## config.mk

```make
export PLATFORM = sky130hd
export DESIGN_NAME = cfrt_seq
export DESIGN_NICKNAME = d
export VERILOG_FILES = /design/src/rtl/core/assert_macros.svh /design/src/rtl/core/cfrt_pkg.sv /design/src/rtl/core/cfrt_seq.sv
export SDC_FILE = /design/constraint.sdc
export NUM_CORES = 1
export LEC_CHECK = 0
export BUFFER_PORTS_ARGS = -buffer_cell sky130_fd_sc_hd__buf_4
export CORE_ASPECT_RATIO = 0.9
export CORE_MARGIN = 10
export CORE_UTILIZATION = 45
export CTS_CLUSTER_SIZE = 8
export DETAILED_ROUTE_END_ITERATION = 10
export PLACE_DENSITY = 0.73
export SLEW_MARGIN = 20
export SYNTH_ARGS = -nofsm -noshare
export SYNTH_HDL_FRONTEND = slang
export SYNTH_SLANG_ARGS = --single-unit
```

## constraint.sdc

```tcl
create_clock -name clk -period 7.1 [get_ports clk]
set_input_delay 1.065 -clock clk [delete_from_list [all_inputs] [get_ports clk]]
set_output_delay 1.065 -clock clk [all_outputs]
set_load 0.01 [all_outputs]
```

## src/rtl/core/assert_macros.svh

```systemverilog
// assertion macros used by the top level of the rank table
`ifndef ASSERT_MACROS_SVH
`define ASSERT_MACROS_SVH

// same-cycle implication, checked outside reset
`define ASSERT_IMPLY(label, ante, cons, msg) \
  label: assert property (@(posedge clk) disable iff (rst) (ante) |-> (cons)) \
    else $error(msg);

// next-cycle implication, checked outside reset
`define ASSERT_NEXT(label, ante, cons, msg) \
  label: assert property (@(posedge clk) disable iff (rst) (ante) |=> (cons)) \
    else $error(msg);

`endif

```

## src/rtl/core/cfrt_pkg.sv

```systemverilog
// shared constants and types of the context frequency rank table
package cfrt_pkg;

  localparam int CONTEXTS_DEF = 256;
  localparam int SYMBOLS_DEF  = 16;

  localparam int COUNT_W = 8;
  localparam int ANSWER_W = 4;
  localparam logic [COUNT_W-1:0] COUNT_LIMIT = 8'hff;

  localparam logic [1:0] ACT_UPDATE = 2'd0;
  localparam logic [1:0] ACT_RANK   = 2'd1;
  localparam logic [1:0] ACT_SYMBOL = 2'd2;

  typedef struct packed {
    logic cnt;
    logic rnk;
    logic sym;
  } mem_we_t;

endpackage

```

## src/rtl/core/cfrt_seq.sv

```systemverilog
// sequencer: update with halving pass, rank walk and swap, and the two queries
module cfrt_seq import cfrt_pkg::*; #(
  parameter int CONTEXTS = CONTEXTS_DEF,
  parameter int SYMBOLS  = SYMBOLS_DEF
) (
  input  logic clk,
  input  logic rst,
  input  logic tables_ready,
  input  logic in_valid,
  output logic in_stall,
  input  logic [1:0] action,
  input  logic [7:0] context_req,
  input  logic [3:0] operand,
  output logic res_valid,
  output logic [ANSWER_W-1:0] res_answer,
  input  logic res_take,
  output mem_we_t we,
  output logic [((CONTEXTS > 1) ? $clog2(CONTEXTS) : 1) + $clog2(SYMBOLS) - 1:0] cnt_waddr,
  output logic [COUNT_W-1:0] cnt_wdata,
  output logic [((CONTEXTS > 1) ? $clog2(CONTEXTS) : 1) + $clog2(SYMBOLS) - 1:0] cnt_raddr,
  input  logic [COUNT_W-1:0] cnt_rdata,
  output logic [((CONTEXTS > 1) ? $clog2(CONTEXTS) : 1) + $clog2(SYMBOLS) - 1:0] rank_waddr,
  output logic [$clog2(SYMBOLS)-1:0] rank_wdata,
  output logic [((CONTEXTS > 1) ? $clog2(CONTEXTS) : 1) + $clog2(SYMBOLS) - 1:0] rank_raddr,
  input  logic [$clog2(SYMBOLS)-1:0] rank_rdata,
  output logic [((CONTEXTS > 1) ? $clog2(CONTEXTS) : 1) + $clog2(SYMBOLS) - 1:0] sym_waddr,
  output logic [$clog2(SYMBOLS)-1:0] sym_wdata,
  output logic [((CONTEXTS > 1) ? $clog2(CONTEXTS) : 1) + $clog2(SYMBOLS) - 1:0] sym_raddr,
  input  logic [$clog2(SYMBOLS)-1:0] sym_rdata
);

  localparam int SYM_W = $clog2(SYMBOLS);
  localparam int CTX_W = (CONTEXTS > 1) ? $clog2(CONTEXTS) : 1;

  typedef enum logic [3:0] {
    IDLE, LOAD, EVAL, HALVE, HALVE_LAST, WALK_START, WALK_SYM, WALK_CNT, WALK_CMP,
    SWAP1, SWAP2, RESULT
  } state_t;

  state_t state;
  logic [1:0]          act;
  logic [CTX_W-1:0]    ctx;
  logic [SYM_W-1:0]    sym_op;
  logic [SYM_W-1:0]    rnk;
  logic [SYM_W-1:0]    ptr;
  logic [SYM_W-1:0]    wptr;
  logic                hv;
  logic [SYM_W-1:0]    target;
  logic [SYM_W-1:0]    s_lo;
  logic [SYM_W-1:0]    cand;
  logic                found;
  logic [COUNT_W-1:0]  cnt_sym;
  logic [ANSWER_W-1:0] ans;

  logic               accept;
  logic               item_ok;
  logic [COUNT_W-1:0] cnt_new;

  assign in_stall   = !(state == IDLE && tables_ready);
  assign accept     = in_valid && !in_stall;
  assign item_ok    = ({24'd0, context_req} < 32'(CONTEXTS)) &&
                      ({28'd0, operand} < 32'(SYMBOLS)) &&
                      (action == ACT_UPDATE || action == ACT_RANK || action == ACT_SYMBOL);
  assign cnt_new    = cnt_rdata + 8'd1;
  assign res_valid  = (state == RESULT);
  assign res_answer = ans;

  // read addresses
  always_comb begin
    cnt_raddr  = {ctx, sym_op};
    rank_raddr = {ctx, sym_op};
    sym_raddr  = {ctx, sym_op};
    case (state)
      HALVE:    cnt_raddr = {ctx, ptr};
      WALK_SYM: sym_raddr = {ctx, ptr - SYM_W'(1)};
      WALK_CNT: cnt_raddr = {ctx, sym_rdata};
      WALK_CMP: sym_raddr = {ctx, ptr - SYM_W'(2)};
      default: ;
    endcase
  end

  // write ports
  always_comb begin
    we         = '0;
    cnt_waddr  = {ctx, sym_op};
    cnt_wdata  = cnt_new;
    rank_waddr = {ctx, sym_op};
    rank_wdata = target;
    sym_waddr  = {ctx, rnk};
    sym_wdata  = s_lo;
    case (state)
      EVAL: begin
        we.cnt = (act == ACT_UPDATE);
      end
      HALVE, HALVE_LAST: begin
        we.cnt    = hv;
        cnt_waddr = {ctx, wptr};
        cnt_wdata = cnt_rdata >> 1;
      end
      SWAP1: begin
        we.rnk = 1'b1;
        we.sym = 1'b1;
      end
      SWAP2: begin
        we.rnk     = 1'b1;
        we.sym     = 1'b1;
        rank_waddr = {ctx, s_lo};
        rank_wdata = rnk;
        sym_waddr  = {ctx, target};
        sym_wdata  = sym_op;
      end
      default: ;
    endcase
  end

  always_ff @(posedge clk) begin
    if (rst) begin
      state <= IDLE;
    end else begin
      case (state)
        IDLE: begin
          if (accept) begin
            act    <= action;
            ctx    <= CTX_W'(context_req);
            sym_op <= SYM_W'(operand);
            ans    <= '0;
            state  <= item_ok ? LOAD : RESULT;
          end
        end
        LOAD: begin
          state <= EVAL;
        end
        EVAL: begin
          case (act)
            ACT_RANK: begin
              ans   <= ANSWER_W'(rank_rdata);
              state <= RESULT;
            end
            ACT_SYMBOL: begin
              ans   <= ANSWER_W'(sym_rdata);
              state <= RESULT;
            end
            default: begin
              rnk <= rank_rdata;
              hv  <= 1'b0;
              ptr <= '0;
              if (cnt_new == COUNT_LIMIT) begin
                cnt_sym <= cnt_new >> 1;
                state   <= HALVE;
              end else begin
                cnt_sym <= cnt_new;
                state   <= WALK_START;
              end
            end
          endcase
        end
        HALVE: begin
          hv   <= 1'b1;
          wptr <= ptr;
          if (ptr == SYM_W'(SYMBOLS - 1)) begin
            state <= HALVE_LAST;
          end else begin
            ptr <= ptr + 1'b1;
          end
        end
        HALVE_LAST: begin
          state <= WALK_START;
        end
        WALK_START: begin
          if (rnk == '0) begin
            ans   <= '0;
            state <= RESULT;
          end else begin
            ptr   <= rnk;
            found <= 1'b0;
            state <= WALK_SYM;
          end
        end
        WALK_SYM: begin
          state <= WALK_CNT;
        end
        WALK_CNT: begin
          cand  <= sym_rdata;
          state <= WALK_CMP;
        end
        WALK_CMP: begin
          if (cnt_sym > cnt_rdata) begin
            target <= ptr - 1'b1;
            s_lo   <= cand;
            found  <= 1'b1;
            ptr    <= ptr - 1'b1;
            state  <= (ptr == SYM_W'(1)) ? SWAP1 : WALK_CNT;
          end else if (found) begin
            state <= SWAP1;
          end else begin
            ans   <= ANSWER_W'(rnk);
            state <= RESULT;
          end
        end
        SWAP1: begin
          state <= SWAP2;
        end
        SWAP2: begin
          ans   <= ANSWER_W'(target);
          state <= RESULT;
        end
        RESULT: begin
          if (res_take) begin
            state <= IDLE;
          end
        end
        default: begin
          state <= IDLE;
        end
      endcase
    end
  end

endmodule

```

# After elaboration in Yosys (flattened, before gate mapping)
# Cells that the tools add are included.
# word_totals
register_bits	56
out_inout_bits	97
# op_classes
n_addsub	4
magnitude_cmp	1
eq_ne	29
muxes	38
bitwise_logic	2
reduce_logical	26
# op_table
operator	count
$mux 4	21
$pmux 4 s12	1
$pmux 4 s2	3
$eq 4x4->1 const B	5
$pmux 4 s5	1
$ne 2x2->1 const B	9
$eq 4x3->1 const B	4
$pmux 4 s4	1
$reduce_and 3->1	5
$add 8x1->8 const B	1
$eq 4x1->1 const B	2
$eq 4x2->1 const B	2
$eq 8x8->1 const B	1
$gt 8x8->1	1
$logic_not 4->1	2
$mux 8	1
$mux 7	1
$reduce_and 7->1	1
$pmux 1 s2	3
$reduce_and 6->1	1
$reduce_or 2->1	3
$reduce_bool 5->1	1
$add 4x1->4 const B	1
$eq 2x1->1 const B	2
17 further kinds	27

# Longest topological paths before layout
# Gate-level depths: netlist of the first run.
# depth
word_depth	6
mapped_depth	8
mapped_depth_nobuf	7

# Worst setup path before layout of the first run
# Ideal clock, no wire load.
# synth_timing
path_type	input to register
startpoint	input port cnt_rdata[7]
endpoint	register ptr[0] (enable)
setup_time_ns	0.372
arrival_ns	2.596
setup_slack_ns	4.133
path_stages	6
cell_sequence	inv_1 > ha_1 > and4_1 > a22oi_1 > o21ai_1 > a211oi_1
# synth_between
elab_chain_cells	3
# synth_rtl
item	line_no	source
from (decl)	cfrt_seq.sv:21	input logic [COUNT_W-1:0] cnt_rdata,
$gt 8x8->1	cfrt_seq.sv:187	if (cnt_sym > cnt_rdata) begin
$ne 2x2->1 (no line)	--	
$reduce_and 6->1 (no line)	--	
to (signal assigned)	cfrt_seq.sv:163	ptr <= ptr + 1'b1;
to (signal assigned)	cfrt_seq.sv:174	ptr <= rnk;
to (signal assigned)	cfrt_seq.sv:191	ptr <= ptr - 1'b1;
to (decl)	cfrt_seq.sv:45	logic [SYM_W-1:0] ptr;
# Every way passes these cells.
# A chain may end at the register's enable or synchronous reset.

# Worst setup path in the final report of the first run
# layout_timing
startpoint	register state[1]
endpoint	output port cnt_waddr[3] (netlist bit)
# layout_between
elab_chain_cells	3
word_cells_on_any_way	4
classes_between	eq/ne (2); mux (1); reduce/logical (1)
# layout_rtl
item	line_no	source
from (decl)	cfrt_seq.sv:40	state_t state;
from (signal assigned)	cfrt_seq.sv:127	state <= item_ok ? LOAD : RESULT;
from (signal assigned)	cfrt_seq.sv:192	state <= (ptr == SYM_W'(1)) ? SWAP1 : WALK_CNT;
$eq 4x2->1 or $eq 4x3->1 (tied branches)	cfrt_seq.sv:91	case (state)
$reduce_or 2->1 *	cfrt_seq.sv:91	
$mux 4 *	cfrt_seq.sv:91	
to (decl)	cfrt_seq.sv:18	output logic [((CONTEXTS > 1) ? $clog2(CONTEXTS) : 1) + $clog2(SYMBOLS) - 1:0] cnt_waddr,
# Mark *: on every way between the ends. The rest lies on a longest branch, timed or not.

==> results of run 1 <==
cell families (layout without fill, tap and decap cells):
family                   Yosys count  after routing  synth area share (%)
buffers and inverters             75            160                  12.4
AND/OR/NAND/NOR                   97             97                  13.2
flip-flops                        56             56                  43.3
adder cells (fa/ha/maj)           18             18                  5.94
multiplexers                      34             34                  9.63
AO/OA/AOI/OAI                     72             72                  13.0
XOR/XNOR                          11             11                  2.54
cell type report:
type	count	area share [%]
well taps	99	2.68
flip-flops and latches	56	35.5
multi-input cells	232	36.4
clock buffers	5	1.49
repair buffers	133	21.6
clock inverters	3	0.595
inverters	19	1.81
power groups by stage:
stage	clock network, µW	logic (µW)	registers, µW
3_5_place_dp	0	492	480
3_3_place_gp	0	487	477
5_1_grt	202	539	484
4_1_cts	190	494	473
2_1_floorplan	0	363	439
6_report	187	492	475
worst paths after layout:
check	end	slack, ns
worst max register to register	ptr[0]$_DFFE_PP_	4.26
worst max-delay path	cnt_waddr[3]	3.21
worst min-delay path	s_lo[0]$_DFFE_PP_	0.43
worst min register to register	s_lo[0]$_DFFE_PP_	0.43
stage by stage:
step           hold slack (ns)  worst slack [ns]  total power (µW)  cell area [µm²]  util (%)
6_report                 0.431              3.21              1150             4630      56.8
5_1_grt                  0.448              2.97              1220             4630      56.8
4_1_cts                  0.432              3.26              1160             4630      56.8
3_5_place_dp             0.405              3.61               973             4530      55.7
3_3_place_gp             0.404              3.69               964             4530      55.7
2_1_floorplan            0.400              4.13               802             3790         -
registers in the layout (all words and copies together), names as in the netlist:
register and flops:
wptr 4, cand 4, ctx 8, target 4, state 4, rnk 4
found 1, s_lo 4, act 2, hv 1, ptr 4, sym_op 4
cnt_sym 8, res_answer 4
worst register-to-register path, delay by kind of cell (launching register included):
kind	cells	cell delay, ns
compound gates	2	0.74
simple gates	1	0.68
flops	1	0.71
buf+inv	2	0.37
placed cells by master, fill, tap and decap left out, drive strengths merged, types with 3 or more instances in the layout:
master,synthesis,final
buf,51,133
edfxtp,52,52
nand2,29,29
mux2,20,20
nor2,20,20
inv,18,19
ha,18,18
a21oi,17,17
mux2i,14,14
o21ai,14,14
xnor2,7,7
nor3,7,7
nand3,6,6
nand2b,5,5
a22oi,5,5
o21a,5,5
clkbuf,5,5
nor2b,4,4
xor2,4,4
o22ai,4,4
and2,4,4
nor4,4,4
dfxtp,4,4
nor3b,4,4
o221ai,3,3
a31oi,3,3
layer usage:
layer	track usage, %	vias up	share of wire [%]
met4	3.26	0	0.62
met5	0	-	0
met1	19.6	1453	41
met2	26.0	157	48
met3	3.90	8	10
li1	-	1447	-
==> run summary, run 1 <==
worst-path fanout max - 25
sequential power share - 41.2%
io pins - 132
Final nets - 500
number of gates resized after CTS - 0
Post-CTS Hold Buffers - 0
number of synthesized flops with an enable pin - 52
Setup TNS - 0 ns
pin count of the biggest net entering global routing - 26
Yosys cell types - 58
Fill cells - 701
Relative slew margins - 41.1%
fraction of registers with async set or reset after synthesis - 0%
unrepaired setup endpoints after global routing - no
crit path kind - flop to output pin
data arrival time of the worst path - 2.82 ns
Area Overhead vs Synth - 22.0%
endpoints failing setup - 0
crit path from - state[1]$_SDFFE_PP0P_
post-CTS setup buffer count - 0
Initial Util - 46.6%
Post-Synthesis Cells - 363
Worst-path clk slew - 0.11 ns
Cell Count, Final, Fillers Out - 547
LEAKAGE - 0.00193 µW
VDD IR max - 0.138 mV
critical path required time - 6.03 ns
RR Startpoint - state[3]$_SDFFE_PP0P_
critical path depth in cells - 5
DIE WIDTH - 117 µm
register area - 1640 µm²
PortBufs - 131
drt drc - 0
Critical Path, Cell by Cell - nand2_1 > o22a_1 > nor2_2 > mux2_2 > buf_4
Seq cells post-synth - 56
P per Cell Area - 249 nW/µm²
Clk Tree Root Cell - clkbuf_8
DP HPWL - 8310 µm
gr ovfl total - 0
number of cell rows - 31
worst hold start - cand[0]$_DFFE_PP_
CP endpoint kind - output pin
syn_area_per_cell - 10.5 µm²
maxcap violations - 0
CP startpoint kind - flop
Synth area leaders - edfxtp_1 (41%), buf_4 (8.1%), ha_1 (5.9%)
GPL Wtd Cong - 0.860
synthesized area - 3790 µm²
die area - 12,500 µm²
top cell type's share of synthesized area - 41.2%
syn_nets - 416
Post-synth top flop - edfxtp_1
Cell Int Power - 717 µW
count leader, synth - edfxtp_1
top post-synthesis cells by count - edfxtp_1 (52), buf_4 (41), nand2_1 (29), mux2_2 (20), ha_1 (18)
cell count of the worst reg-to-reg path - 5
clk buf depth - 2
Bufs and invs on worst path - 1
Overall Global Routing Usage - 15.5%
period utilisation layout - 54.8%
via count - 3,065
clock share of power - 16.2%
number of synthesis warnings - 0
Hold Path Class - flop to flop
Core Area - 8150 µm²
FMAX - 257 MHz
family with the most delay on the worst path - flip-flops
routed length per placed instance - 19.0 µm
Net Sw Frac - 37.8%
Vias/cell - 5.60
DP Cell Count - 539
switching power total - 437 µW
Detailed Route Iter0 Violations - 333
Comb pwr share - 42.6%
total CTS buffers - 5
Synth area leader - edfxtp_1
Skew-Pair Late Insertion Delay - 0.32 ns
Least-Margin Pin Slew - 0.882 ns
Pre-Repair DR Iteration Count - 5
critical path's largest stage delay - 0.90 ns
Final ANT Viol Nets - 0
WL final - 10,400 µm
final hold violations - 0
Chip Height - 107 µm
hold depth - 0
diode count - 0
Sink Count - 56
first-pass GRT wire length - 15,700 µm
initial antenna violation count - 0
status - finished, final reports clean
Multi-input gate area - 1690 µm²
layout cells sized above 1 - 38.6%
CTS tree - done
H-tree depth - 2
share of the yosys chip area belonging to registers - 43.3%
critical path's slowest cell - dfxtp_1
vias in the first global route - 2,970
Slew Viols, Final - 0
fin crit period - 3.89 ns
clk_skew - 0.00728 ns
No activity file was read; power rests on OpenSTA's default activity.
==> inputs of run 2 (changes only) <==
PLACE_DENSITY = 0.76   (was 0.73)
clock period = 3.3 ns   (was 7.1 ns; I/O delays follow)
==> run 2 against run 1 <==
Critical path depth up 1. Design area increased by 0.81%. Non-clock buffer count rose by 5. Highest routed layer unchanged. Largest power group unchanged. Via count up 3.1%. Largest cell class unchanged.
==> run summary, run 2 (synthesized netlist as in run 1, its figures left out) <==
number of cell rows - 31 (unchanged)
maxcap violations - 0 (unchanged)
Initial Util - 46.6% (unchanged)
Worst-path clk slew - 0.11 ns (about the same)
P per Cell Area - 536 nW/µm² (was 249 nW/µm²)
Chip Height - 107 µm (unchanged)
Relative slew margins - 43.0% (was 41.1%)
Final ANT Viol Nets - 0 (unchanged)
Skew-Pair Late Insertion Delay - 0.32 ns (about the same)
Detailed Route Iter0 Violations - 264 (was 333)
WHS - 0.340 ns (was 0.431 ns)
fin util - 57.3% (was 56.8%)
initial antenna violation count - 0 (unchanged)
H-tree depth - 2 (unchanged)
DP HPWL - 8460 µm (was 8310 µm)
VDD IR max - 0.232 mV (was 0.138 mV)
first-pass GRT wire length - 15,600 µm (was 15,700 µm)
vias in the first global route - 2,958 (was 2,970)
Slew Viols, Final - 0 (unchanged)
number of gates resized after CTS - 0 (unchanged)
clk buf depth - 2 (unchanged)
LEAKAGE - 0.00196 µW (was 0.00193 µW)
critical path required time - 2.80 ns (was 6.03 ns)
overall power - 2500 µW (was 1150 µW)
Multi-input gate area - 1690 µm² (unchanged)
pin count of the biggest net entering global routing - 26 (unchanged)
Fill cells - 712 (was 701)
CTS tree - done (unchanged)
worst-path fanout max - 16 (was 25)
Sink Count - 56 (unchanged)
fin crit period - 3.02 ns
Overall Global Routing Usage - 15.7% (was 15.5%)
unrepaired setup endpoints after global routing - no (unchanged)
commonest cells after routing, fill and taps aside - buf_4 (138), edfxtp_1 (52), nand2_1 (29), mux2_2 (20), ha_1 (18) (was buf_4 (133), edfxtp_1 (52), nand2_1 (29), mux2_2 (20), ha_1 (18))
period utilisation layout - 91.6%
status - finished, final reports clean (unchanged)
Core Area - 8150 µm² (unchanged)
CP startpoint kind - flop (unchanged)
gr ovfl total - 0 (unchanged)
via count - 3,159 (was 3,065)
Setup TNS - 0 ns (unchanged)
post-CTS setup buffer count - 0 (unchanged)
Final nets - 505 (was 500)
Post-CTS Hold Buffers - 0 (unchanged)
endpoints failing setup - 0 (unchanged)
diode count - 0 (unchanged)
data arrival time of the worst path - 2.53 ns (was 2.82 ns)
Vias/cell - 5.72 (was 5.60)
top flop regs - cnt_sym x8, ctx x8 (unchanged)
Clk Tree Root Cell - clkbuf_8 (unchanged)
drt drc - 0 (unchanged)
GPL Wtd Cong - 0.882 (was 0.860)
DIE WIDTH - 117 µm (unchanged)
Hold Path Class - input port to flop (was flop to flop)
FMAX - 331 MHz
routed length per placed instance - 19.2 µm (was 19.0 µm)
most common cell after layout, fill and taps aside - buf_4 (unchanged)
PortBufs - 131 (unchanged)
die area - 12,500 µm² (unchanged)
crit path kind - flop to output pin (unchanged)
Least-Margin Pin Slew - 0.855 ns (was 0.882 ns)
clk_skew - 0.0125 ns (was 0.00728 ns)
Pre-Repair DR Iteration Count - 5 (unchanged)
io pins - 132 (unchanged)
final hold violations - 0 (unchanged)
layout cells sized above 1 - 39.3% (was 38.6%)
Area Overhead vs Synth - 23.0% (was 22.0%)
total CTS buffers - 5 (unchanged)
WL final - 10,600 µm (was 10,400 µm)
CP endpoint kind - output pin (unchanged)
register area - 1640 µm² (unchanged)
-- run 2: cell count changes in the layout (fill, tap and decap cells not counted), sizes merged --
| cell | delta |
|---|---|
| buf | +5 |
-- run 2: worst paths after layout --
kind | startpoint | slack (ns) | end | cells past startpoint
min reg2reg | cand[3]$_DFFE_PP_ | 0.43 | s_lo[3]$_DFFE_PP_ | 0
max | state[3]$_SDFFE_PP0P_ | 0.28 | sym_raddr[2] | 6
min | operand[1] | 0.34 | sym_op[1]$_DFFE_PP_ | 1
max reg2reg | state[3]$_SDFFE_PP0P_ | 0.62 | ptr[1]$_DFFE_PP_ | 5
-- run 2: report_power, final --
| group | leakage (µW) | internal (µW) | switching (µW) | total, µW |
|---|---|---|---|---|
| Sequential | 0.000506 | 873 | 139 | 1010 |
| Combinational | 0.00141 | 524 | 563 | 1090 |
| Clock | 0.0000463 | 156 | 243 | 400 |
| Total | 0.00196 | 1550 | 946 | 2500 |
-- run 2: cell type report --
cell class              instances  share of cell area, %
well taps                      99                   2.65
repair buffers                138                   22.2
clock inverters                 3                  0.590
inverters                      19                   1.80
flip-flops and latches         56                   35.2
clock buffers                   5                   1.47
multi-input cells             232                   36.1
-- run 2: stage by stage --
step                cell area [µm²]  worst slack [ns]  std cells
finish                         4670             0.279        552
global route                   4670            0.0739        552
CTS                            4670             0.280        552
detailed placement             4570             0.547        544
global placement               4570             0.627        544
floorplan                      3790             0.790        363
-- run 2: layer usage --
metal	vias to the layer above	GRT usage (%)	wire [µm]
li1	1462	-	-
met1	1500	19.5	4200
met2	185	25.8	4970
met3	12	4.91	1310
met4	0	4.32	102
met5	-	0	0
-- run 2: critical path, stage by stage (launching register included) --
cell and delay, ns:
dfxtp_1 0.68, inv_2 0.20, or3_1 0.63, clkinv_8 0.14, nor2_2 0.06, a221o_1 0.34
buf_4 0.14
==> inputs of run 3 (changes only) <==
CORE_UTILIZATION = 40   (was 45)
PLACE_DENSITY = default   (was 0.76)
PLACE_DENSITY_LB_ADDON = 0.25   (was default)
==> run 3 against run 2 <==
Design area up 1.4%. Largest power group unchanged. Via count is 3.1% lower. Largest cell class unchanged. Worst hold slack improved by 0.0057 ns. Critical path depth is the same. Critical endpoint unchanged. Sequential share of layout area shrank 0.47 points. Non-clock buffer count increased by 5. Total power grew 1.5%.
==> run summary, run 3 (synthesized netlist as in run 1, its figures left out) <==
status - finished, final reports clean (unchanged)
Skew-Pair Late Insertion Delay - 0.32 ns (about the same)
number of gates resized after CTS - 0 (unchanged)
Slew Viols, Final - 0 (unchanged)
routed length per placed instance - 18.3 µm (was 19.2 µm)
pin count of the biggest net entering global routing - 20 (was 26)
Final nets - 510 (was 505)
drt drc - 0 (unchanged)
period utilisation layout - 86.2% (was 91.6%)
clk buf depth - 2 (unchanged)
Worst-path clk slew - 0.11 ns (about the same)
crit path kind - flop to output pin (unchanged)
critical path's largest stage delay - 0.55 ns (was 0.68 ns)
register area - 1640 µm² (unchanged)
Setup TNS - 0 ns (unchanged)
data arrival time of the worst path - 2.35 ns (was 2.53 ns)
CP startpoint kind - flop (unchanged)
crit path to - sym_raddr[2] (unchanged)
Post-CTS Hold Buffers - 0 (unchanged)
GPL Wtd Cong - 0.885 (was 0.882)
RR Startpoint - cnt_sym[7]$_SDFFCE_PN0P_ (was state[3]$_SDFFE_PP0P_)
post-route cell area - 4730 µm² (was 4670 µm²)
Relative slew margins - 54.2% (was 43.0%)
diode count - 0 (unchanged)
CP endpoint kind - output pin (unchanged)
number of cell rows - 33 (was 31)
Core Area - 9170 µm² (was 8150 µm²)
overall power - 2540 µW (was 2500 µW)
Fill cells - 839 (was 712)
fin crit period - 2.84 ns (was 3.02 ns)
Final Worst Setup Slack - 0.456 ns (was 0.279 ns)
worst-path fanout max - 14 (was 16)
Detailed Route Iter0 Violations - 169 (was 264)
final hold violations - 0 (unchanged)
VDD IR max - 0.353 mV (was 0.232 mV)
critical path depth in cells - 6 (unchanged)
Final ANT Viol Nets - 0 (unchanged)
fin util - 51.6% (was 57.3%)
unrepaired setup endpoints after global routing - no (unchanged)
H-tree depth - 2 (unchanged)
die area - 13,800 µm² (was 12,500 µm²)
most common cell after layout, fill and taps aside - buf_4 (unchanged)
Critical Path, Cell by Cell - buf_4 > or3_1 > clkinv_8 > nor2_2 > a221o_1 > buf_4 (was inv_2 > or3_1 > clkinv_8 > nor2_2 > a221o_1 > buf_4)
commonest cells after routing, fill and taps aside - buf_4 (143), edfxtp_1 (52), nand2_1 (29), mux2_2 (20), ha_1 (18) (was buf_4 (138), edfxtp_1 (52), nand2_1 (29), mux2_2 (20), ha_1 (18))
most used cell, CP - buf_4
top flop regs - cnt_sym x8, ctx x8 (unchanged)
Chip Height - 112 µm (was 107 µm)
FMAX - 352 MHz (was 331 MHz)
DIE WIDTH - 123 µm (was 117 µm)
Initial Util - 41.4% (was 46.6%)
clk_skew - 0.0119 ns (was 0.0125 ns)
io pins - 132 (unchanged)
gr ovfl total - 0 (unchanged)
DP HPWL - 8460 µm (about the same)
Hold Path Class - input port to flop (unchanged)
Pre-Repair DR Iteration Count - 5 (unchanged)
PortBufs - 131 (unchanged)
layout cells sized above 1 - 40.0% (was 39.3%)
Sink Count - 56 (unchanged)
maxcap violations - 0 (unchanged)
Bufs and invs on worst path - 3 (unchanged)
total CTS buffers - 5 (unchanged)
LEAKAGE - 0.00199 µW (was 0.00196 µW)
critical path's slowest cell - or3_1 (was dfxtp_1)
cell count of the worst reg-to-reg path - 5 (unchanged)
CTS tree - done (unchanged)
post-CTS setup buffer count - 0 (unchanged)
critical path required time - 2.80 ns (about the same)
vias in the first global route - 3,113 (was 2,958)
P per Cell Area - 536 nW/µm² (about the same)
crit path from - state[1]$_SDFFE_PP0P_ (was state[3]$_SDFFE_PP0P_)
Least-Margin Pin Slew - 0.682 ns (was 0.855 ns)
first-pass GRT wire length - 16,200 µm (was 15,600 µm)
worst reg-to-reg setup slack - 0.84 ns (was 0.62 ns)
endpoints failing setup - 0 (unchanged)
RR Endpoint - ptr[0]$_DFFE_PP_ (was ptr[1]$_DFFE_PP_)
initial antenna violation count - 0 (unchanged)
pre-CTS setup slack - 0.546 ns (was 0.547 ns)
Area Overhead vs Synth - 24.7% (was 23.0%)
Clk Tree Root Cell - clkbuf_8 (unchanged)
Multi-input gate area - 1690 µm² (unchanged)
Overall Global Routing Usage - 14.5% (was 15.7%)
family with the most delay on the worst path - simple AND/OR/NAND/NOR gates (unchanged)
WL final - 10,600 µm (about the same)
Placed Area - 4640 µm² (was 4570 µm²)
Vias/cell - 5.28 (was 5.72)
via count - 3,061 (was 3,159)
run 3: per-layer routing:
| layer | wire (µm) | part of all wire (%) | global-route usage (%) |
|---|---|---|---|
| met3 | 1060 | 10 | 4.06 |
| met5 | 0 | 0 | 0 |
| met2 | 5000 | 47 | 24.4 |
| met1 | 4500 | 42 | 18.3 |
| met4 | 61 | 0.57 | 2.12 |
run 3: where the power goes:
| group | leakage (µW) | switching [µW] | internal [µW] |
|---|---|---|---|
| Sequential | 0.000506 | 91.1 | 873 |
| Clock | 0.0000452 | 246 | 156 |
| Combinational | 0.00144 | 625 | 547 |
| Total | 0.00199 | 962 | 1580 |
run 3: worst min-delay path by stage:
stage	cells after the start	startpoint	endpoint	slack, ns
2_1_floorplan	0	cand[0]$_DFFE_PP_	s_lo[0]$_DFFE_PP_	0.40
3_3_place_gp	0	cand[3]$_DFFE_PP_	s_lo[3]$_DFFE_PP_	0.40
3_5_place_dp	0	cand[0]$_DFFE_PP_	s_lo[0]$_DFFE_PP_	0.40
4_1_cts	1	context_req[6]	ctx[6]$_DFFE_PP_	0.34
5_1_grt	1	context_req[2]	ctx[2]$_DFFE_PP_	0.33
6_report	1	context_req[6]	ctx[6]$_DFFE_PP_	0.35
run 3: worst register-to-register path, stage by stage (launching register included):
cell      delay, ns
edfxtp_1       0.42
ha_1           0.32
and4_1         0.23
a22oi_1        0.40
o21ai_1        0.18
a211oi_1       0.57
run 3: layout make-up:
class                           instances  area share (%)
Clock buffer                            5            1.45
Sequential cell                        56            34.7
Inverter                               19            1.77
Clock inverter                          3           0.529
Tap cell                              122            3.23
Timing Repair Buffer                  143            22.7
Multi-Input combinational cell        232            35.6
run 3: stage by stage:
step / hold WS (ns) / std cells
after global placement: 0.405 / 572
after global routing: 0.330 / 580
after CTS: 0.337 / 580
after detailed placement: 0.405 / 572
after floorplan: 0.400 / 363
final: 0.346 / 580
